===== src/design/button_tap_hold_gesture_counter_macros.svh =====
// assertion helpers for the gesture counter
// each one samples on clk and is off while rst_n is low
`ifndef BUTTON_TAP_HOLD_GESTURE_COUNTER_MACROS_SVH
`define BUTTON_TAP_HOLD_GESTURE_COUNTER_MACROS_SVH

// same-cycle implication
`define BTG_ASSERT_NOW(lbl, ante, cons) \
  lbl: assert property (@(posedge clk) disable iff (!rst_n) (ante) |-> (cons)) \
    else $error("same-cycle check failed");

// next-cycle implication
`define BTG_ASSERT_NEXT(lbl, ante, cons) \
  lbl: assert property (@(posedge clk) disable iff (!rst_n) (ante) |=> (cons)) \
    else $error("next-cycle check failed");

`endif


===== src/design/btg_pkg.sv =====
package btg_pkg;

  // field widths
  localparam int unsigned TICK_W  = 16;
  localparam int unsigned COUNT_W = 8;
  localparam int unsigned KIND_W  = 2;
  localparam int unsigned CFG_IDX_W = 1;

  typedef logic [TICK_W-1:0]  tick_t;
  typedef logic [COUNT_W-1:0] count_t;
  typedef logic [KIND_W-1:0]  kind_t;
  typedef logic [CFG_IDX_W-1:0] cfg_idx_t;

  // press kinds
  localparam kind_t KIND_NONE = 2'd0;
  localparam kind_t KIND_TAP  = 2'd1;
  localparam kind_t KIND_HOLD = 2'd2;

  // register indexes
  localparam cfg_idx_t REG_TAP_THRESHOLD  = 1'd0;
  localparam cfg_idx_t REG_HOLD_THRESHOLD = 1'd1;

  // register reset values
  localparam tick_t TAP_THRESHOLD_RST  = 16'd80;
  localparam tick_t HOLD_THRESHOLD_RST = 16'd1500;

endpackage


===== src/design/btg_if.sv =====
// input channel: one button level per beat
interface btg_in_if;
  import btg_pkg::*;
  logic valid;
  logic ready;
  logic pressed;
  modport source (output valid, output pressed, input ready);
  modport sink (input valid, input pressed, output ready);
endinterface

// result channel: one finished gesture per beat
interface btg_out_if;
  import btg_pkg::*;
  logic   valid;
  logic   ready;
  count_t press_count;
  kind_t  press_kind;
  modport source (output valid, output press_count, output press_kind, input ready);
  modport sink (input valid, input press_count, input press_kind, output ready);
endinterface

// configuration write channel
interface btg_cfg_if;
  import btg_pkg::*;
  logic     valid;
  logic     ready;
  cfg_idx_t index;
  tick_t    data;
  modport source (output valid, output index, output data, input ready);
  modport sink (input valid, input index, input data, output ready);
endinterface


===== src/design/button_tap_hold_gesture_counter.sv =====
// channel   dir  payload                          handshake
// in_ch     in   pressed (1)                      valid / ready
// out_ch    out  press_count (8), press_kind (2)  valid / ready
// cfg_ch    in   index (1), data (16)             valid / ready, always ready
//
// one tick per cycle unless out_ch stalls; a finishing tick passes both registers to out_ch
// the path is input register, gesture update logic, result register
// rst_n is synchronous: thresholds go to 80 and 1500, gesture state clears
// a full result register that is not taken stalls the input register and in_ch
// in_ch ready depends on out_ch ready through that stall path
module button_tap_hold_gesture_counter
  import btg_pkg::*;
(
  input logic       clk,
  input logic       rst_n,
  btg_in_if.sink    in_ch,
  btg_out_if.source out_ch,
  btg_cfg_if.sink   cfg_ch
);

  // threshold registers
  tick_t tap_thr_r;
  tick_t hold_thr_r;

  assign cfg_ch.ready = 1'b1;

  always_ff @(posedge clk) begin
    if (!rst_n) begin
      tap_thr_r  <= TAP_THRESHOLD_RST;
      hold_thr_r <= HOLD_THRESHOLD_RST;
    end else if (cfg_ch.valid) begin
      case (cfg_ch.index)
        REG_TAP_THRESHOLD:  tap_thr_r  <= cfg_ch.data;
        REG_HOLD_THRESHOLD: hold_thr_r <= cfg_ch.data;
        default: ;
      endcase
    end
  end

  // pipeline control
  logic stg_valid_r;
  logic stg_level_r;
  logic out_valid_r;
  count_t out_count_r;
  kind_t  out_kind_r;
  logic advance;

  assign advance     = !out_valid_r || out_ch.ready;
  assign in_ch.ready = !stg_valid_r || advance;

  // input register
  always_ff @(posedge clk) begin
    if (!rst_n) begin
      stg_valid_r <= 1'b0;
    end else if (in_ch.ready) begin
      stg_valid_r <= in_ch.valid;
    end
  end

  always_ff @(posedge clk) begin
    if (in_ch.ready && in_ch.valid) begin
      stg_level_r <= in_ch.pressed;
    end
  end

  // gesture state
  logic   prev_level_r, prev_level_nxt;
  logic   in_gesture_r, in_gesture_nxt;
  tick_t  down_r, down_nxt;
  tick_t  up_r, up_nxt;
  kind_t  kind_r, kind_nxt;
  count_t count_r, count_nxt;
  logic   finish;
  count_t count_inc;

  assign count_inc = (count_r == '1) ? count_r : count_r + 1'b1;

  // per-tick update
  always_comb begin
    prev_level_nxt = stg_level_r;
    in_gesture_nxt = in_gesture_r;
    down_nxt       = down_r;
    up_nxt         = up_r;
    kind_nxt       = kind_r;
    count_nxt      = count_r;
    finish         = 1'b0;
    if (!in_gesture_r) begin
      if (stg_level_r && !prev_level_r) begin
        in_gesture_nxt = 1'b1;
        down_nxt       = tick_t'(1);
        up_nxt         = '0;
        kind_nxt       = KIND_NONE;
        count_nxt      = '0;
      end
    end else if (stg_level_r) begin
      down_nxt = (down_r == '1) ? down_r : down_r + 1'b1;
    end else if (down_r != '0) begin
      // release: sort the press that just ended
      if (down_r > hold_thr_r && kind_r != KIND_TAP) begin
        kind_nxt  = KIND_HOLD;
        count_nxt = count_inc;
      end else if (down_r > tap_thr_r && kind_r != KIND_HOLD) begin
        kind_nxt  = KIND_TAP;
        count_nxt = count_inc;
      end else begin
        finish = 1'b1;
      end
      down_nxt = '0;
      up_nxt   = tick_t'(1);
    end else if (up_r > hold_thr_r) begin
      finish = 1'b1;
    end else begin
      up_nxt = (up_r == '1) ? up_r : up_r + 1'b1;
    end
    // gesture end clears everything; the result uses the pre-clear values
    if (finish) begin
      in_gesture_nxt = 1'b0;
      down_nxt       = '0;
      up_nxt         = '0;
      kind_nxt       = KIND_NONE;
      count_nxt      = '0;
    end
  end

  always_ff @(posedge clk) begin
    if (!rst_n) begin
      prev_level_r <= 1'b0;
      in_gesture_r <= 1'b0;
      down_r       <= '0;
      up_r         <= '0;
      kind_r       <= KIND_NONE;
      count_r      <= '0;
    end else if (stg_valid_r && advance) begin
      prev_level_r <= prev_level_nxt;
      in_gesture_r <= in_gesture_nxt;
      down_r       <= down_nxt;
      up_r         <= up_nxt;
      kind_r       <= kind_nxt;
      count_r      <= count_nxt;
    end
  end

  // result register
  always_ff @(posedge clk) begin
    if (!rst_n) begin
      out_valid_r <= 1'b0;
    end else if (advance) begin
      out_valid_r <= stg_valid_r && finish;
    end
  end

  always_ff @(posedge clk) begin
    if (advance && stg_valid_r && finish) begin
      out_count_r <= count_r;
      out_kind_r  <= kind_r;
    end
  end

  assign out_ch.valid       = out_valid_r;
  assign out_ch.press_count = out_count_r;
  assign out_ch.press_kind  = out_kind_r;

`include "button_tap_hold_gesture_counter_macros.svh"

  // idle means all gesture counters are clear
  `BTG_ASSERT_NOW(a_idle_clear, !in_gesture_r, down_r == '0 && up_r == '0 && count_r == '0)
  // a counted press always fixes a kind
  `BTG_ASSERT_NOW(a_count_has_kind, in_gesture_r && count_r != '0, kind_r != KIND_NONE)
  // a result with no kind carries no presses
  `BTG_ASSERT_NOW(a_none_zero, out_valid_r && out_kind_r == KIND_NONE, out_count_r == '0)
  // a finishing tick lands in the result register
  `BTG_ASSERT_NEXT(a_finish_shows, stg_valid_r && advance && finish, out_valid_r)
  // the ending tick leaves the block idle
  `BTG_ASSERT_NEXT(a_finish_idle, stg_valid_r && advance && finish, !in_gesture_r)

endmodule


===== src/flat_wrapper.sv =====
// flat-port wrapper written by rule: the top's interface ports become plain ports
module button_tap_hold_gesture_counter_flat import btg_pkg::*;
  (clk, rst_n, in_ch_valid, in_ch_pressed, in_ch_ready, out_ch_valid, out_ch_press_count, out_ch_press_kind, out_ch_ready, cfg_ch_valid, cfg_ch_index, cfg_ch_data, cfg_ch_ready);
  btg_in_if in_ch_i ();
  btg_out_if out_ch_i ();
  btg_cfg_if cfg_ch_i ();
  input logic clk;
  input logic rst_n;
  input wire logic [$bits(in_ch_i.valid)-1:0] in_ch_valid;
  input wire logic [$bits(in_ch_i.pressed)-1:0] in_ch_pressed;
  output wire logic [$bits(in_ch_i.ready)-1:0] in_ch_ready;
  output wire logic [$bits(out_ch_i.valid)-1:0] out_ch_valid;
  output wire logic [$bits(out_ch_i.press_count)-1:0] out_ch_press_count;
  output wire logic [$bits(out_ch_i.press_kind)-1:0] out_ch_press_kind;
  input wire logic [$bits(out_ch_i.ready)-1:0] out_ch_ready;
  input wire logic [$bits(cfg_ch_i.valid)-1:0] cfg_ch_valid;
  input wire logic [$bits(cfg_ch_i.index)-1:0] cfg_ch_index;
  input wire logic [$bits(cfg_ch_i.data)-1:0] cfg_ch_data;
  output wire logic [$bits(cfg_ch_i.ready)-1:0] cfg_ch_ready;
  assign in_ch_i.valid = in_ch_valid;
  assign in_ch_i.pressed = in_ch_pressed;
  assign in_ch_ready = in_ch_i.ready;
  assign out_ch_valid = out_ch_i.valid;
  assign out_ch_press_count = out_ch_i.press_count;
  assign out_ch_press_kind = out_ch_i.press_kind;
  assign out_ch_i.ready = out_ch_ready;
  assign cfg_ch_i.valid = cfg_ch_valid;
  assign cfg_ch_i.index = cfg_ch_index;
  assign cfg_ch_i.data = cfg_ch_data;
  assign cfg_ch_ready = cfg_ch_i.ready;
  button_tap_hold_gesture_counter u_core (.clk(clk), .rst_n(rst_n), .in_ch(in_ch_i), .out_ch(out_ch_i), .cfg_ch(cfg_ch_i));
endmodule

===== config.mk =====
export PLATFORM = sky130hd
export DESIGN_NAME = button_tap_hold_gesture_counter_flat
export DESIGN_NICKNAME = d
export VERILOG_FILES = /design/src/design/btg_pkg.sv /design/src/design/btg_if.sv /design/src/design/button_tap_hold_gesture_counter.sv /design/src/flat_wrapper.sv
export VERILOG_INCLUDE_DIRS = /design/src /design/src/design
export SDC_FILE = /design/constraint.sdc
export NUM_CORES = 1
export LEC_CHECK = 0
export BUFFER_PORTS_ARGS = -buffer_cell sky130_fd_sc_hd__buf_2
export CORE_UTILIZATION = 50
export DETAILED_ROUTE_END_ITERATION = 12
export PLACE_DENSITY = 0.71
export SYNTH_ARGS = -nofsm -noshare
export SYNTH_HDL_FRONTEND = slang
export SYNTH_SLANG_ARGS = --single-unit

===== constraint.sdc =====
create_clock -name clk -period 3.1 [get_ports clk]
set_input_delay 0.62 -clock clk [delete_from_list [all_inputs] [get_ports clk]]
set_output_delay 0.62 -clock clk [all_outputs]
set_load 0.005 [all_outputs]

Word-level counts from Yosys, hierarchy flattened
Cells that the tools add are included.
- input bits: 23
- output and inout port bits: 13
- register bits: 89
- bitwise gates (word level): 1
- equality and inequality tests: 12
- $lt $le $gt $ge: 3
- muxes and demuxes: 37
- add/subtract/negate cells: 3
- reduce and logical (&&, ||, !) cells: 19
- operator list (operator ; count):
    2-to-1 mux 16 bit ; 13
    2-to-1 mux 8 bit ; 8
    greater-than comparator 16 bit ; 3
    adder 16 x 1 -> 16 bit (second input constant) ; 2
    equality test 16 bit (second input constant) ; 2
    != test 4 bit (second input constant) ; 4
    nonzero test 16 bit ; 1
    2-to-1 mux 2 bit ; 7
    AND reduction 5 bit ; 2
    2-to-1 mux 1 bit ; 9
    adder 8 x 1 -> 8 bit (second input constant) ; 1
    equality test 8 bit (second input constant) ; 1
    logical AND 1 bit ; 7
    != test 3 bit (second input constant) ; 2
    != test 4 x 3 -> 1 bit (second input constant) ; 1
    AND reduction 2 bit ; 2
    AND reduction 4 bit ; 1
    zero test 1 bit ; 3
    nonzero test 3 bit ; 1
    logical OR 1 bit ; 2
    != test 2 x 1 -> 1 bit (second input constant) ; 1
    != test 2 bit (second input constant) ; 1
    inverter 1 bit ; 1

Logic depth before layout (Yosys ltp)
- word-level depth: 9
- mapped depth: 11
- depth with buffers taken out: 9

Worst setup path before layout
No wires, ideal clock.
- kind: register to register
- start: reg u_core.down_r[14]
- end: reg u_core.out_count_r[0] (netlist: u_core.out_ch.press_count[0]) (enable)
- slack: -0.019 ns
- arrival time: 2.712 ns
- required time: 2.693 ns
- library setup time: 0.407 ns
- stages on the path, launching flop included: 8
- cell sequence: dfxtp_1 -> ha_1 -> a21oi_1 -> nand2_1 -> a221oi_1 -> a31o_2 -> a32oi_1 -> nor4_1
- cells in the longest elaborated chain, start to end: 8
- RTL lines (item ; RTL line ; RTL):
    start, declared ; button_tap_hold_gesture_counter.sv:69 ; tick_t down_r, down_nxt;
    start signal, assigned ; button_tap_hold_gesture_counter.sv:136 ; down_r <= down_nxt;
    greater-than comparator 16 bit ; button_tap_hold_gesture_counter.sv:102 ; end else if (down_r > tap_thr_r && kind_r != KIND_HOLD) begin
    logical AND 1 bit ; button_tap_hold_gesture_counter.sv:102 ;
    2-to-1 mux 1 bit ; button_tap_hold_gesture_counter.sv:102 ;
    2-to-1 mux 1 bit ; button_tap_hold_gesture_counter.sv:99 ; if (down_r > hold_thr_r && kind_r != KIND_TAP) begin
    2-to-1 mux 1 bit * ; button_tap_hold_gesture_counter.sv:97 ; end else if (down_r != '0) begin
    2-to-1 mux 1 bit * ; button_tap_hold_gesture_counter.sv:95 ; end else if (stg_level_r) begin
    2-to-1 mux 1 bit * ; button_tap_hold_gesture_counter.sv:87 ; if (!in_gesture_r) begin
    logical AND 1 bit * ; button_tap_hold_gesture_counter.sv:153 ; if (advance && stg_valid_r && finish) begin
    end signal, assigned ; button_tap_hold_gesture_counter.sv:154 ; out_count_r <= count_r;
    end, declared ; button_tap_hold_gesture_counter.sv:44 ; count_t out_count_r;
Every way passes the cells marked *; elsewhere a longest branch is shown, timed or not.
A chain may end at the register's enable or synchronous reset.

Worst setup path after layout
- start: reg u_core.hold_thr_r[13]
- end: reg u_core.up_r[0]
- cells in the longest elaborated chain, start to end: 8
- RTL lines (item ; RTL line ; RTL):
    start, declared ; button_tap_hold_gesture_counter.sv:23 ; tick_t hold_thr_r;
    start signal, assigned ; button_tap_hold_gesture_counter.sv:34 ; REG_HOLD_THRESHOLD: hold_thr_r <= cfg_ch.data;
    greater-than comparator 16 bit ; button_tap_hold_gesture_counter.sv:99 ;
    logical AND 1 bit ; button_tap_hold_gesture_counter.sv:99 ;
    2-to-1 mux 1 bit ; button_tap_hold_gesture_counter.sv:99 ;
    2-to-1 mux 1 bit ; button_tap_hold_gesture_counter.sv:97 ;
    2-to-1 mux 1 bit ; button_tap_hold_gesture_counter.sv:95 ;
    2-to-1 mux 1 bit ; button_tap_hold_gesture_counter.sv:87 ;
    != test 4 bit (no source line), or another cell as far along ; - ;
    AND reduction 5 bit (no source line) ; - ;
    end signal, assigned ; button_tap_hold_gesture_counter.sv:137 ; up_r <= up_nxt;
    end, declared ; button_tap_hold_gesture_counter.sv:70 ; tick_t up_r, up_nxt;
Several ways; a longest one is shown, not always the timed one.

==> results.sh <==
export IMPL_status="complete, no violations"
export IMPL_syn_inst=632
export IMPL_drtIter0Drc=306
export IMPL_core_area_sq_um=10320
export IMPL_clk_pin_slew_ps=90
export IMPL_worstMarginPinSlew_ps=766.8
export IMPL_synth_most_common_cell="nand2_1"
export IMPL_cts_tree="done"
export IMPL_wl_per_cell_um=16.84
export IMPL_fin_crit_sh_pct=89.60
export IMPL_ioPinCount=36
export IMPL_via_count=4950
export IMPL_synth_adder_area_share_pct=12.20
export IMPL_synthSimpleGateAreaFrac_pct=22.37
export IMPL_cp_arrival_ps=3040
export IMPL_p_leak_nw=2.308
export IMPL_path_class="reg2reg"
export IMPL_die_h_um=105.3
export IMPL_end_kind="register"
export IMPL_start_util_pct=51.64
export IMPL_portBuffers=34
export IMPL_hold_viol_final=0
export IMPL_grt_ovfl_total=0
export IMPL_gp_congestion=0.9300
export IMPL_fin_crit_ps=2778
export IMPL_final_setup_tns_ps=0
export IMPL_total_power_mw=2.340
export IMPL_min_path_type="in2reg"
export IMPL_holdPathStages=1
export IMPL_skew_ps=7.125
export IMPL_antennaDiodeCount=0
export IMPL_post_cts_resized=0
export IMPL_dp_hpwl_mm=10.15
export IMPL_route_detailed_drc=0
export IMPL_synth_edf_count=11
export IMPL_clk_latency_ps=370
export IMPL_max_slew_margin_rel_pct=48.88
export IMPL_drv_slew=0
export IMPL_ys_ff_latch=89
export IMPL_syn_num_nets=707
export IMPL_rrSetupSlack_ps=320
export IMPL_synthArstFlopShare_pct=0
export IMPL_grt_pass1_wl_mm=22.46
export IMPL_syn_avg_cell_area_sq_um=8.436
export IMPL_ir_drop_v=0.0002597
export IMPL_worstReg2RegEnd="u_core.up_r[0]"
export IMPL_drive_above_1_share_pct=13.32
export IMPL_synth_compound_area_share_pct=23.52
export IMPL_synthXorXnorAreaFrac_pct=0
export IMPL_ys_types=66
export IMPL_htree_levels=3
export IMPL_synthTopCellsByArea="dfxtp_1 29%, ha_1 12%, nand2_1 6.6%"
export IMPL_setup_viol=0
export IMPL_viasPerCell=6.157
export IMPL_synth_top_family_by_area="compound AO/OA/AOI/OAI gates"
export IMPL_post_cts_buffers=0
export IMPL_synth_top_area_cell="dfxtp_1"
export IMPL_required_ps=3360
export IMPL_clockBufferDepth=2
export IMPL_worstPathMaxFanout=20
export IMPL_cts_num_sinks=89
export IMPL_maxCapViolCount=0
export IMPL_fin_nets=738
export IMPL_yosysSeqAreaShare_pct=35.48
export IMPL_areaGrowthSynthToFinish_pct=10.73
export IMPL_yosys_warnings=0
export IMPL_synth_mux_area_fraction_pct=0.5632
export IMPL_cp_start_kind="register"
export IMPL_syn_cell_area_sq_um=5331
export IMPL_holdPathEnd="u_core.prev_level_nxt"
export IMPL_powerDensity_nw_per_um2=396.4
export IMPL_dieArea_sq_um=11080
export IMPL_yosys_top_cells_count="94 x nand2_1, 78 x dfxtp_1, 69 x a21oi_1, 52 x ha_1, 45 x inv_1"
export IMPL_grt_pass1_vias=4615
export IMPL_root_buffer="clkbuf_8"
export IMPL_synth_top_area_share_pct=29.29
export IMPL_grt_max_degree=31
export IMPL_ys_flop_type="dfxtp_1"
export IMPL_cts_made_buffers=9
export IMPL_r2r_start="u_core.hold_thr_r[13]"
export IMPL_wirelength_mm=13.54
export IMPL_grt_use_total_pct=25.56
export IMPL_cts_hold_buf=0
export IMPL_worstHoldStart="in_ch_pressed"
export IMPL_rows=37
export IMPL_fmax_mhz=360.0
export IMPL_postRouteAntennaNets=0
export IMPL_n_fill_cell=940
export IMPL_fp_dieW_um=105.3
export IMPL_rsz0062_at_grt="false"
export IMPL_drt_first_pass_iters=5
export IMPL_antenna_found_initial=0
export IMPL_r2r_cells=8
metal layers:
metal  GRT usage (%)  up-vias  share of wire (%)
li1                -     2407                  -
met1           33.57     2352                 45
met2           40.84      160                 47
met3           5.318       31                5.5
met4           10.46        0                2.6
met5               0        -                  0
logic make-up after synthesis:
| logic type | Yosys count |
|---|---|
| AO/OA/AOI/OAI | 180 |
| multiplexers | 3 |
| flip-flops | 89 |
| AND/OR/NAND/NOR | 229 |
| other | 1 |
| buffers and inverters | 78 |
| adder cells (fa/ha/maj) | 52 |
worst max-delay path by stage:
stage,cells after the start,to,start
finish,8,u_core.up_r[0],u_core.hold_thr_r[13]
detailed placement,8,u_core.up_r[0],u_core.hold_thr_r[13]
CTS,8,u_core.up_r[0],u_core.hold_thr_r[13]
global route,8,u_core.down_r[11],u_core.down_r[3]
floorplan,7,u_core.out_ch.press_count[0],u_core.down_r[14]
global placement,8,u_core.down_r[13],u_core.down_r[3]
layout by cell type (no fill, tap or decap), types with 4 or more instances in the layout:
| master | Yosys | layout |
|---|---|---|
| a21o_1 | 5 | 5 |
| a21oi_1 | 69 | 69 |
| a31oi_1 | 4 | 4 |
| and2_1 | 7 | 7 |
| and3_1 | 4 | 4 |
| and4_1 | 5 | 5 |
| buf_2 | 4 | 34 |
| buf_4 | 1 | 19 |
| clkbuf_8 | 0 | 10 |
| dfxtp_1 | 78 | 78 |
| edfxtp_1 | 11 | 11 |
| ha_1 | 52 | 52 |
| inv_1 | 45 | 45 |
| nand2_1 | 94 | 94 |
| nand2b_1 | 9 | 9 |
| nand3_1 | 26 | 26 |
| nand4_1 | 22 | 22 |
| nand4b_1 | 5 | 5 |
| nor2_1 | 14 | 14 |
| nor2b_1 | 5 | 5 |
| nor3_1 | 8 | 8 |
| nor4_1 | 5 | 4 |
| o211ai_1 | 14 | 14 |
| o211ai_2 | 6 | 6 |
| o21ai_0 | 22 | 22 |
| o311ai_0 | 12 | 12 |
| o31ai_1 | 15 | 15 |
| or3_1 | 6 | 6 |
| or4_1 | 9 | 9 |
registers in the layout, indices dropped and copies added, names as in the netlist, 2 cells and up:
register and cells:
u_core.kind_r 2, u_core.out_ch.press_kind 2, u_core.hold_thr_r 16, u_core.down_r 16, u_core.tap_thr_r 16, u_core.up_r 16, u_core.count_r 8, u_core.out_ch.press_count 8
where the power goes:
part	switching [mW]	internal, mW
registers	0.0134	1.19
clock network	0.431	0.480
logic	0.150	0.0772
stage by stage:
stage	std cells	worst slack, ps	util (%)	area (sq um)	hold WS, ps
after global routing	804	83.56	57.18	5903	414.3
final	804	322.4	57.18	5903	425.9
after CTS	804	347.2	57.18	5903	419.7
after detailed placement	788	360.1	55.02	5680	441.4
after global placement	788	419.0	55.02	5680	444.3
after floorplan	632	408.0	-	5338	408.2
critical path, stage by stage (launching register included):
cell,delay (ps)
dfxtp_1,350
inv_1,100
ha_1,330
nand4_2,140
or4_1,720
a2111oi_2,420
buf_4,290
a2111oi_0,100
a32o_1,220
cell type report:
type	count	area (sq um)	share of cell area, %
multi-input cells	465	3137	53.14
flip-flops and latches	89	1892	32.05
repair buffers	53	312.8	5.299
well taps	136	170.2	2.883
inverters	45	168.9	2.861
clock buffers	12	145.1	2.459
clock inverters	4	77.57	1.314
Power figures use the tool's default switching activity.
